--- config.mk ---
export PLATFORM = sky130hd
export DESIGN_NAME = prefix_expression_evaluator_core
export DESIGN_NICKNAME = d
export VERILOG_FILES = /design/src/rtl/pee_pkg.sv /design/src/rtl/pee_front.sv /design/src/rtl/pee_queue.sv /design/src/rtl/pee_back.sv /design/src/rtl/prefix_expression_evaluator_core.sv
export SDC_FILE = /design/constraint.sdc
export NUM_CORES = 2
export LEC_CHECK = 0
export BUFFER_PORTS_ARGS = -buffer_cell sky130_fd_sc_hd__clkbuf_2
export CORE_ASPECT_RATIO = 1.75
export CORE_MARGIN = 2
export CORE_UTILIZATION = 53
export DETAILED_ROUTE_END_ITERATION = 10
export PLACE_DENSITY = 0.68
export SLEW_MARGIN = 20
export SYNTH_ARGS = -nofsm -noshare
export SYNTH_HDL_FRONTEND = slang
export SYNTH_SLANG_ARGS = --single-unit
--- constraint.sdc ---
create_clock -name clk -period 22.4 [get_ports clk]
set_input_delay 6.72 -clock clk [delete_from_list [all_inputs] [get_ports clk]]
set_output_delay 6.72 -clock clk [all_outputs]
set_load 0.01 [all_outputs]
--- src/rtl/pee_pkg.sv ---
// Package: shared types and constants of the prefix expression evaluator.
`timescale 1ns / 1ps
package pee_pkg;

  localparam int MAX_CHARS = 64;
  localparam int ADDR_W    = $clog2(MAX_CHARS);
  localparam int CNT_W     = ADDR_W + 1;
  localparam int VALUE_W   = 32;

  localparam logic [7:0] CH_ZERO  = 8'h30;
  localparam logic [7:0] CH_NINE  = 8'h39;
  localparam logic [7:0] CH_PLUS  = 8'h2b;
  localparam logic [7:0] CH_MINUS = 8'h2d;
  localparam logic [7:0] CH_MUL   = 8'h2a;
  localparam logic [7:0] CH_DIV   = 8'h2f;
  localparam logic [7:0] CH_POW   = 8'h5e;

  localparam logic [2:0] ST_OK       = 3'd0;
  localparam logic [2:0] ST_BADCOUNT = 3'd1;
  localparam logic [2:0] ST_UNDER    = 3'd2;
  localparam logic [2:0] ST_DIVZERO  = 3'd3;
  localparam logic [2:0] ST_TOOLONG  = 3'd4;
  localparam logic [2:0] ST_ZERONEG  = 3'd5;

  typedef struct packed {
    logic [7:0] char_code;
    logic       last_char;
  } in_req_t;

  typedef struct packed {
    logic signed [31:0] value;
    logic [2:0]         status;
  } out_req_t;

  typedef struct packed {
    logic [CNT_W-1:0] len;
    logic [2:0]       status;
  } job_t;

  typedef struct packed {
    logic              we;
    logic [ADDR_W-1:0] addr;
    logic [7:0]        data;
  } buf_wr_t;

endpackage

--- src/rtl/pee_front.sv ---
// Front end: loads characters, keeps count and balance, issues evaluation jobs.
`timescale 1ns / 1ps
module pee_front (
  input  logic              clk,
  input  logic              rst_n,
  input  logic              in_valid,
  output logic              in_stall,
  input  pee_pkg::in_req_t  in_req,
  input  logic              q_full,
  output logic              q_push,
  output pee_pkg::job_t     q_job,
  input  logic              release_buf,
  output pee_pkg::buf_wr_t buf_wr
);

  logic [pee_pkg::CNT_W-1:0] count_r;
  logic signed [7:0]         bal_r;
  logic                      ovl_r;
  logic                      busy_r;
  logic                      acc;
  logic                      full;
  logic                      is_digit;
  logic signed [7:0]         bal_nxt;
  logic                      ovl_nxt;

  assign in_stall = busy_r | q_full;
  assign acc      = in_valid & ~in_stall;
  assign full     = (count_r == pee_pkg::CNT_W'(pee_pkg::MAX_CHARS));
  assign is_digit = (in_req.char_code >= pee_pkg::CH_ZERO) &&
                    (in_req.char_code <= pee_pkg::CH_NINE);
  assign bal_nxt  = is_digit ? bal_r + 8'sd1 : bal_r - 8'sd1;
  assign ovl_nxt  = ovl_r | full;

  assign buf_wr.we   = acc & ~full;
  assign buf_wr.addr = count_r[pee_pkg::ADDR_W-1:0];
  assign buf_wr.data = in_req.char_code;

  assign q_push     = acc & in_req.last_char;
  assign q_job.len  = full ? count_r : count_r + 1'b1;
  assign q_job.status = ovl_nxt ? pee_pkg::ST_TOOLONG :
                        (bal_nxt != 8'sd1) ? pee_pkg::ST_BADCOUNT : pee_pkg::ST_OK;

  always_ff @(posedge clk) begin
    if (!rst_n) begin
      count_r <= '0;
      bal_r   <= '0;
      ovl_r   <= 1'b0;
      busy_r  <= 1'b0;
    end else begin
      if (release_buf) busy_r <= 1'b0;
      if (acc) begin
        if (in_req.last_char) begin
          count_r <= '0;
          bal_r   <= '0;
          ovl_r   <= 1'b0;
          busy_r  <= 1'b1;
        end else begin
          if (!full) count_r <= count_r + 1'b1;
          bal_r <= bal_nxt;
          ovl_r <= ovl_nxt;
        end
      end
    end
  end

endmodule

--- src/rtl/pee_queue.sv ---
// Two-entry job queue between front end and evaluator.
`timescale 1ns / 1ps
module pee_queue (
  input  logic          clk,
  input  logic          rst_n,
  input  logic          push,
  input  pee_pkg::job_t push_job,
  output logic          full,
  input  logic          pop,
  output logic          not_empty,
  output pee_pkg::job_t head
);

  pee_pkg::job_t ent_r [2];
  logic          wp_r, rp_r;
  logic [1:0]    cnt_r;

  assign full      = (cnt_r == 2'd2);
  assign not_empty = (cnt_r != 2'd0);
  assign head      = ent_r[rp_r];

  always_ff @(posedge clk) begin
    if (push && !full) ent_r[wp_r] <= push_job;
    if (!rst_n) begin
      wp_r  <= 1'b0;
      rp_r  <= 1'b0;
      cnt_r <= '0;
    end else begin
      if (push && !full) wp_r <= ~wp_r;
      if (pop && not_empty) rp_r <= ~rp_r;
      cnt_r <= cnt_r + 2'((push && !full) ? 1 : 0) - 2'((pop && not_empty) ? 1 : 0);
    end
  end

endmodule

--- src/rtl/pee_back.sv ---
// Evaluator: reverse scan of the buffer on a value stack, iterative divide and power.
`timescale 1ns / 1ps
module pee_back (
  input  logic              clk,
  input  logic              rst_n,
  input  pee_pkg::buf_wr_t buf_wr,
  input  logic              q_not_empty,
  input  pee_pkg::job_t     q_head,
  output logic              q_pop,
  output logic              release_buf,
  output logic              out_valid,
  input  logic              out_stall,
  output pee_pkg::out_req_t out_req
);

  localparam int AW = pee_pkg::ADDR_W;
  localparam int CW = pee_pkg::CNT_W;
  localparam int VW = pee_pkg::VALUE_W;
  localparam int DW = $clog2(VW);

  typedef enum logic [7:0] {
    S_IDLE  = 8'b00000001,
    S_FETCH = 8'b00000010,
    S_EXEC  = 8'b00000100,
    S_MUL   = 8'b00001000,
    S_DIV   = 8'b00010000,
    S_PWRR  = 8'b00100000,
    S_PWRB  = 8'b01000000,
    S_FIN   = 8'b10000000
  } state_t;

  state_t           state_r;
  logic [7:0]       buf_mem [pee_pkg::MAX_CHARS];
  logic [VW-1:0]    stk_mem [pee_pkg::MAX_CHARS];
  logic [7:0]       buf_q;
  logic [VW-1:0]    nos_q;
  logic [CW-1:0]    idx_r, sp_r;
  logic [VW-1:0]    tos_r, opx_r, opy_r, acc_r, quo_r;
  logic [VW-1:0]    rem_r;
  logic [DW-1:0]    dcnt_r;
  logic             negq_r;
  logic [2:0]       stat_r;
  logic             out_valid_r;
  pee_pkg::out_req_t out_r;

  logic [AW-1:0]    rd_addr, stk_raddr, stk_waddr;
  logic             stk_we;
  logic [VW-1:0]    y, x, cval, mul_a, mul_b, prod;
  logic [VW:0]      rem_sh, diff;
  logic             is_op, out_free;

  assign rd_addr   = idx_r[AW-1:0] - 1'b1;
  assign stk_raddr = sp_r[AW-1:0] - AW'(2);
  assign stk_waddr = sp_r[AW-1:0] - 1'b1;
  assign y    = tos_r;
  assign x    = nos_q;
  assign cval = {{(VW-8){1'b0}}, buf_q} - VW'(48);
  assign is_op = (buf_q == pee_pkg::CH_PLUS) || (buf_q == pee_pkg::CH_MINUS) ||
                 (buf_q == pee_pkg::CH_MUL)  || (buf_q == pee_pkg::CH_DIV) ||
                 (buf_q == pee_pkg::CH_POW);
  assign stk_we = (state_r == S_EXEC) && !is_op && (sp_r != '0);

  // one shared multiplier, low half only
  always_comb begin
    mul_a = opx_r;
    mul_b = opy_r;
    if (state_r == S_PWRR) mul_a = acc_r;
    if (state_r == S_PWRB) mul_a = opy_r;
  end
  assign prod = VW'(mul_a * mul_b);

  assign rem_sh = {rem_r, quo_r[VW-1]};
  assign diff   = rem_sh - {1'b0, opx_r};

  assign out_free    = !out_valid_r || !out_stall;
  assign q_pop       = (state_r == S_IDLE) && q_not_empty;
  assign release_buf = (state_r == S_FIN) && out_free;
  assign out_valid   = out_valid_r;
  assign out_req     = out_r;

  always_ff @(posedge clk) begin
    if (buf_wr.we) buf_mem[buf_wr.addr] <= buf_wr.data;
    buf_q <= buf_mem[rd_addr];
    if (stk_we) stk_mem[stk_waddr] <= tos_r;
    nos_q <= stk_mem[stk_raddr];
  end

  always_ff @(posedge clk) begin
    if (!rst_n) begin
      state_r     <= S_IDLE;
      out_valid_r <= 1'b0;
      idx_r       <= '0;
      sp_r        <= '0;
    end else begin
      if (out_valid_r && !out_stall) out_valid_r <= 1'b0;
      unique case (state_r)
        S_IDLE: begin
          if (q_not_empty) begin
            stat_r <= q_head.status;
            idx_r  <= q_head.len;
            sp_r   <= '0;
            state_r <= (q_head.status == pee_pkg::ST_OK) ? S_FETCH : S_FIN;
          end
        end
        S_FETCH: begin
          if (idx_r == '0) begin
            stat_r  <= (sp_r == '0) ? pee_pkg::ST_UNDER : pee_pkg::ST_OK;
            state_r <= S_FIN;
          end else begin
            state_r <= S_EXEC;
          end
        end
        S_EXEC: begin
          idx_r   <= idx_r - 1'b1;
          state_r <= S_FETCH;
          if (!is_op) begin
            tos_r <= cval;
            sp_r  <= sp_r + 1'b1;
          end else if (sp_r < CW'(2)) begin
            stat_r  <= pee_pkg::ST_UNDER;
            state_r <= S_FIN;
          end else begin
            sp_r <= sp_r - 1'b1;
            case (buf_q)
              pee_pkg::CH_PLUS:  tos_r <= y + x;
              pee_pkg::CH_MINUS: tos_r <= y - x;
              pee_pkg::CH_MUL: begin
                opx_r   <= x;
                opy_r   <= y;
                state_r <= S_MUL;
              end
              pee_pkg::CH_DIV: begin
                if (x == '0) begin
                  stat_r  <= pee_pkg::ST_DIVZERO;
                  state_r <= S_FIN;
                end else begin
                  negq_r  <= x[VW-1] ^ y[VW-1];
                  opx_r   <= x[VW-1] ? -x : x;
                  quo_r   <= y[VW-1] ? -y : y;
                  rem_r   <= '0;
                  dcnt_r  <= '0;
                  state_r <= S_DIV;
                end
              end
              default: begin
                if (x[VW-1]) begin
                  if (y == '0) begin
                    stat_r  <= pee_pkg::ST_ZERONEG;
                    state_r <= S_FIN;
                  end else if (y == VW'(1)) begin
                    tos_r <= VW'(1);
                  end else if (&y) begin
                    tos_r <= x[0] ? '1 : VW'(1);
                  end else begin
                    tos_r <= '0;
                  end
                end else begin
                  acc_r   <= VW'(1);
                  opy_r   <= y;
                  opx_r   <= x;
                  state_r <= S_PWRR;
                end
              end
            endcase
          end
        end
        S_MUL: begin
          tos_r   <= prod;
          state_r <= S_FETCH;
        end
        S_DIV: begin
          if (!diff[VW]) begin
            rem_r <= diff[VW-1:0];
            quo_r <= {quo_r[VW-2:0], 1'b1};
          end else begin
            rem_r <= rem_sh[VW-1:0];
            quo_r <= {quo_r[VW-2:0], 1'b0};
          end
          dcnt_r <= dcnt_r + 1'b1;
          if (&dcnt_r) begin
            tos_r   <= negq_r ? -{quo_r[VW-2:0], !diff[VW]} : {quo_r[VW-2:0], !diff[VW]};
            state_r <= S_FETCH;
          end
        end
        S_PWRR: begin
          if (opx_r == '0) begin
            tos_r   <= acc_r;
            state_r <= S_FETCH;
          end else begin
            if (opx_r[0]) acc_r <= prod;
            state_r <= S_PWRB;
          end
        end
        S_PWRB: begin
          opy_r   <= prod;
          opx_r   <= opx_r >> 1;
          state_r <= S_PWRR;
        end
        S_FIN: begin
          if (out_free) begin
            out_valid_r  <= 1'b1;
            out_r.status <= stat_r;
            out_r.value  <= (stat_r == pee_pkg::ST_OK) ? tos_r : '0;
            state_r      <= S_IDLE;
          end
        end
        default: state_r <= S_IDLE;
      endcase
    end
  end

`ifndef SYNTH
  a_sp_bound: assert property (@(posedge clk) disable iff (!rst_n)
    sp_r <= CW'(pee_pkg::MAX_CHARS))
    else $error("value stack pointer past depth");
  a_div_nz: assert property (@(posedge clk) disable iff (!rst_n)
    state_r == S_DIV |-> opx_r != '0)
    else $error("divide started with zero divisor");
  a_err_zero: assert property (@(posedge clk) disable iff (!rst_n)
    out_valid_r && out_r.status != pee_pkg::ST_OK |-> out_r.value == '0)
    else $error("nonzero value with error status");
  a_release: assert property (@(posedge clk) disable iff (!rst_n)
    release_buf |=> out_valid_r)
    else $error("buffer released without result");
`endif

endmodule

--- src/rtl/prefix_expression_evaluator_core.sv ---
// Top level: prefix expression evaluator core.
`timescale 1ns / 1ps
// Prefix expression evaluator.
// Input channel (in_valid / in_stall / in_req): one ASCII character per
// request, in text order; in_req.last_char marks the end of an expression.
// Characters load at one per cycle, unless input is stalled, into a 64-entry
// buffer; the front end keeps a digit-minus-other balance and overlength flag.
// On the last character the front end queues a job and stalls further input
// until the evaluator has finished with the buffer.
// Output channel (out_valid / out_stall / out_req): one request per
// expression with the 32-bit value and a status code (nonzero = error, value 0).
// After the last character the evaluator scans the buffer backwards, pushing
// a value per non-operator character and applying each operator; / works out
// one quotient bit per cycle and ^ squares and multiplies per exponent bit
// (one shared 32x32 multiplier; a negative exponent needs no loop).
// Failed pre-checks (too long, bad count) go straight to the finish step.
// A stalled result holds in the output register; the evaluator then waits in
// its finish step and input stays stalled until the result is taken.
// Reset (rst_n low, synchronous) empties the queue, clears count, balance and
// output valid; buffer and stack contents are left as they are.
module prefix_expression_evaluator_core (
  input  logic              clk,
  input  logic              rst_n,
  input  logic              in_valid,
  output logic              in_stall,
  input  pee_pkg::in_req_t  in_req,
  output logic              out_valid,
  input  logic              out_stall,
  output pee_pkg::out_req_t out_req
);

  logic             q_full, q_push, q_pop, q_not_empty, release_buf;
  pee_pkg::job_t    q_job, q_head;
  pee_pkg::buf_wr_t buf_wr;

  pee_front u_front (
    .clk, .rst_n, .in_valid, .in_stall, .in_req,
    .q_full, .q_push, .q_job, .release_buf, .buf_wr
  );

  pee_queue u_queue (
    .clk, .rst_n, .push(q_push), .push_job(q_job), .full(q_full),
    .pop(q_pop), .not_empty(q_not_empty), .head(q_head)
  );

  pee_back u_back (
    .clk, .rst_n, .buf_wr, .q_not_empty, .q_head, .q_pop, .release_buf,
    .out_valid, .out_stall, .out_req
  );

endmodule

==> out/qor.yml <==
status:
  status: "finished clean"
layout:
  postLayoutCellArea_sq_mm: 0.149
  multi_input_area_sq_mm: 0.0460
  nets: 8707
  n_fill_cell: 18900
  drive_gt1_share_pct: 19.4
  final-seq-area_sq_mm: 0.0862
  area_growth_pct: 10.2
  layout_commonest_cell: "edfxtp_1"
  mostFrequentLayoutCells: "edfxtp_1 (2814), mux4_2 (827), nand2_1 (516)"
power_and_ir_drop:
  p_clk_share_pct: 35.2
  power_frac_comb_pct: 17.6
  vdd_ir_drop_max_mv: 0.0825
  leakage_nw: 49.3
  intPower_mw: 9.32
  powerDensity_mw_per_mm2: 85.2
  power_frac_seq_pct: 47.2
  swShare_pct: 26.4
  p_switching_mw: 3.34
synthesis:
  synth_top_flop_cell: "edfxtp_1"
  synth_compound_area_share_pct: 3.83
  ys_async_sr_fraction_pct: 0
  yosysSeqAreaShare_pct: 63.9
  syn_area_sq_mm: 0.135
  synth-seq-cells: 2899
  synthAdderAreaFrac_pct: 8.14
  synth_top_family_by_area: "multiplexers"
  yosys.area_share.simple_pct: 5.62
  yosys.area_share.xor_xnor_pct: 1.86
  synth_edf_count: 2814
  muxShareOfSynthArea_pct: 14.0
  syn_inst: 7964
  synth_area_per_cell_sq_um: 16.9
  synth_warnings: 0
  ys_types: 86
  syn_nets: 8608
cts:
  numClockSinks: 2899
  clk_path_buf_depth: 4
  numCtsBuffers: 246
  cts_htree_levels: 4
  cts-root-buf: "clkbuf_16"
  clk_pin_slew_ns: 0.07
  clkLatencyLatePin_ns: 0.96
  post_cts_buffers: 0
  tritoncts: "done"
  cts-resized-gates: 0
  hold_buffers: 0
placement:
  io_buffer_count: 49
  gp_congestion: 1.03
  placed_area_sq_mm: 0.140
  hpwl_microns: 243000
die:
  core_area_sq_mm: 0.254
  dieArea_sq_mm: 0.259
  start_util_pct: 53.2
  fp.dieH_microns: 671
  die_w_microns: 385
  ioPinCount: 50
  row_count: 245
worst_setup_path:
  cp_common_cell: "fa_1"
  critPathMaxStageDelay_ns: 0.85
  worstPathRequired_ns: 23.00
  start_kind: "flop"
  rr_startpoint: "u_back.state_r[5]"
  slowest_stage: "dfxtp_1"
  ff2ff_path_depth: 30
  crit_arrival_ns: 11.74
  cp-end-kind: "flop"
  r2r_end: "u_back.tos_r[29]"
  critPathMaxFanout: 87
  path_class: "flop to flop"
  r2r_slack_ns: 11.26
worst_hold_path:
  hold_depth: 2
  hold_class: "flop to flop"
  holdPathEnd: "u_front.busy_r"
  hp-start: "u_front.busy_r"
detailed_routing:
  drt-total-wl_microns: 390000
  drt-initial-drc-count: 8743
  ant_nets: 0
  first_pass_iters: 5
  via_per_inst: 6.48
  vias: 75400
  wire_per_inst_microns: 33.5
  drc: 0
timing:
  fin_skew_ns: 0.110
  rsz0062_at_grt: "false"
  tightestPinTransition_ns: 1.24
  max_freq_mhz: 89.8
  fin_crit_sh_pct: 49.7
  hold_viol_final: 0
  setup_tns_ns: 0
  slew_headroom_pct: 16.0
  finalSetupViolations: 0
  report.final.slew_viol_count: 0
  fin_crit_ns: 11.14
global_routing:
  groute.usage.overall_pct: 30.5
  grt_pass1_vias: 78100
  grt_pass1_wl_microns: 558000
  grt-ovfl-total: 0
  grt_max_degree: 146
  grt_antenna_before_repair: 35
job:
  max_cap_violations: 0
## metrics by stage
| stage | util [%] | power (mW) | cells | worst slack [ns] | hold slack (ns) |
|---|---|---|---|---|---|
| global placement | 55.2 | 8.26 | 11100 | 11.63 | 0.468 |
| global route | 58.5 | 13.0 | 11600 | 10.95 | 0.528 |
| CTS | 58.5 | 12.7 | 11600 | 11.47 | 0.500 |
| detailed placement | 55.3 | 8.28 | 11100 | 11.53 | 0.489 |
| finish | 58.6 | 12.7 | 11600 | 11.26 | 0.497 |
| floorplan | - | 7.54 | 7964 | 11.61 | 0.427 |
## metal layers
metal  up-vias  GRT usage (%)  wire, microns
li1      30700              -              -
met1     39600           36.2         133000
met2      3810           51.1         197000
met3      1197           5.31          29200
met4        28           20.2          30900
met5         -              0            180
## Yosys cell counts (89+ instances only)
cell | instances | area share (%)
a21oi_1 | 180 | 0.67
and2_1 | 296 | 1.4
buf_1 | 89 | 0.25
clkbuf_1 | 309 | 0.86
edfxtp_1 | 2814 | 63
fa_1 | 412 | 6.1
ha_1 | 219 | 2.0
inv_1 | 508 | 1.4
mux4_2 | 827 | 14
nand2_1 | 516 | 1.4
nor2_1 | 373 | 1.0
o21ai_0 | 234 | 0.87
xnor2_1 | 149 | 0.97
xor2_1 | 107 | 0.69
## registers in the layout, summed over array words and instances (netlist names), 18 cells and up, named ones only
signal,count
u_back.nos_q,32
u_back.quo_r,32
u_back.tos_r,32
u_back.mul_b,31
u_back.stk_mem,2048
u_back.out_req,35
u_back.buf_mem,512
u_back.acc_r,32
u_back.rem_r,32
u_queue.ent_r,18
u_back.opx_r,32
## worst max-delay path, delay by kind of cell, from the launching register on
kind                       cells  cell delay (ns)
AOI/OAI and AO/OA              5             2.41
xor gates and xnor gates       1             0.19
adders and majority gates      9             4.15
buffers and inverters          6             1.04
DFF                            1             0.85
and+or+nand+nor                9             2.13
## how the worst max path moves through the flow
stage,from,to,slack (ns),cells past startpoint
after CTS,u_back.state_r[5],u_back.tos_r[29],11.47,28
after detailed placement,u_back.state_r[5],u_back.mul_b[30],11.53,31
after global routing,u_back.state_r[5],u_back.mul_b[30],10.95,31
final,u_back.state_r[5],u_back.tos_r[29],11.26,30
after global placement,u_back.state_r[5],u_back.tos_r[29],11.63,30
after floorplan,rst_n,u_back.dcnt_r[0],11.61,3
## cells by family after synthesis
family	count (synthesis)
AOI/OAI and AO/OA	809
xor gates and xnor gates	268
adders and majority gates	631
buffers and inverters	923
DFF	2899
muxes	859
and+or+nand+nor	1575
## power by group through the flow
stage	registers [mW]	clock network, mW	logic [mW]
final	5.97	4.46	2.23
after global routing	5.97	4.69	2.35
after CTS	5.97	4.50	2.21
after detailed placement	6.09	0	2.19
after global placement	6.09	0	2.17
after floorplan	6.05	0	1.49
## final cells by class
cell class | instances | area share, %
well taps | 3334 | 2.81
clock buffers | 282 | 4.39
inverters | 510 | 1.29
flip-flops and latches | 2899 | 58.0
repair buffers | 264 | 1.34
diodes | 31 | 0.0522
multi-input cells | 4142 | 30.9
clock inverters | 168 | 1.19
(Power assumes the default switching activity.)
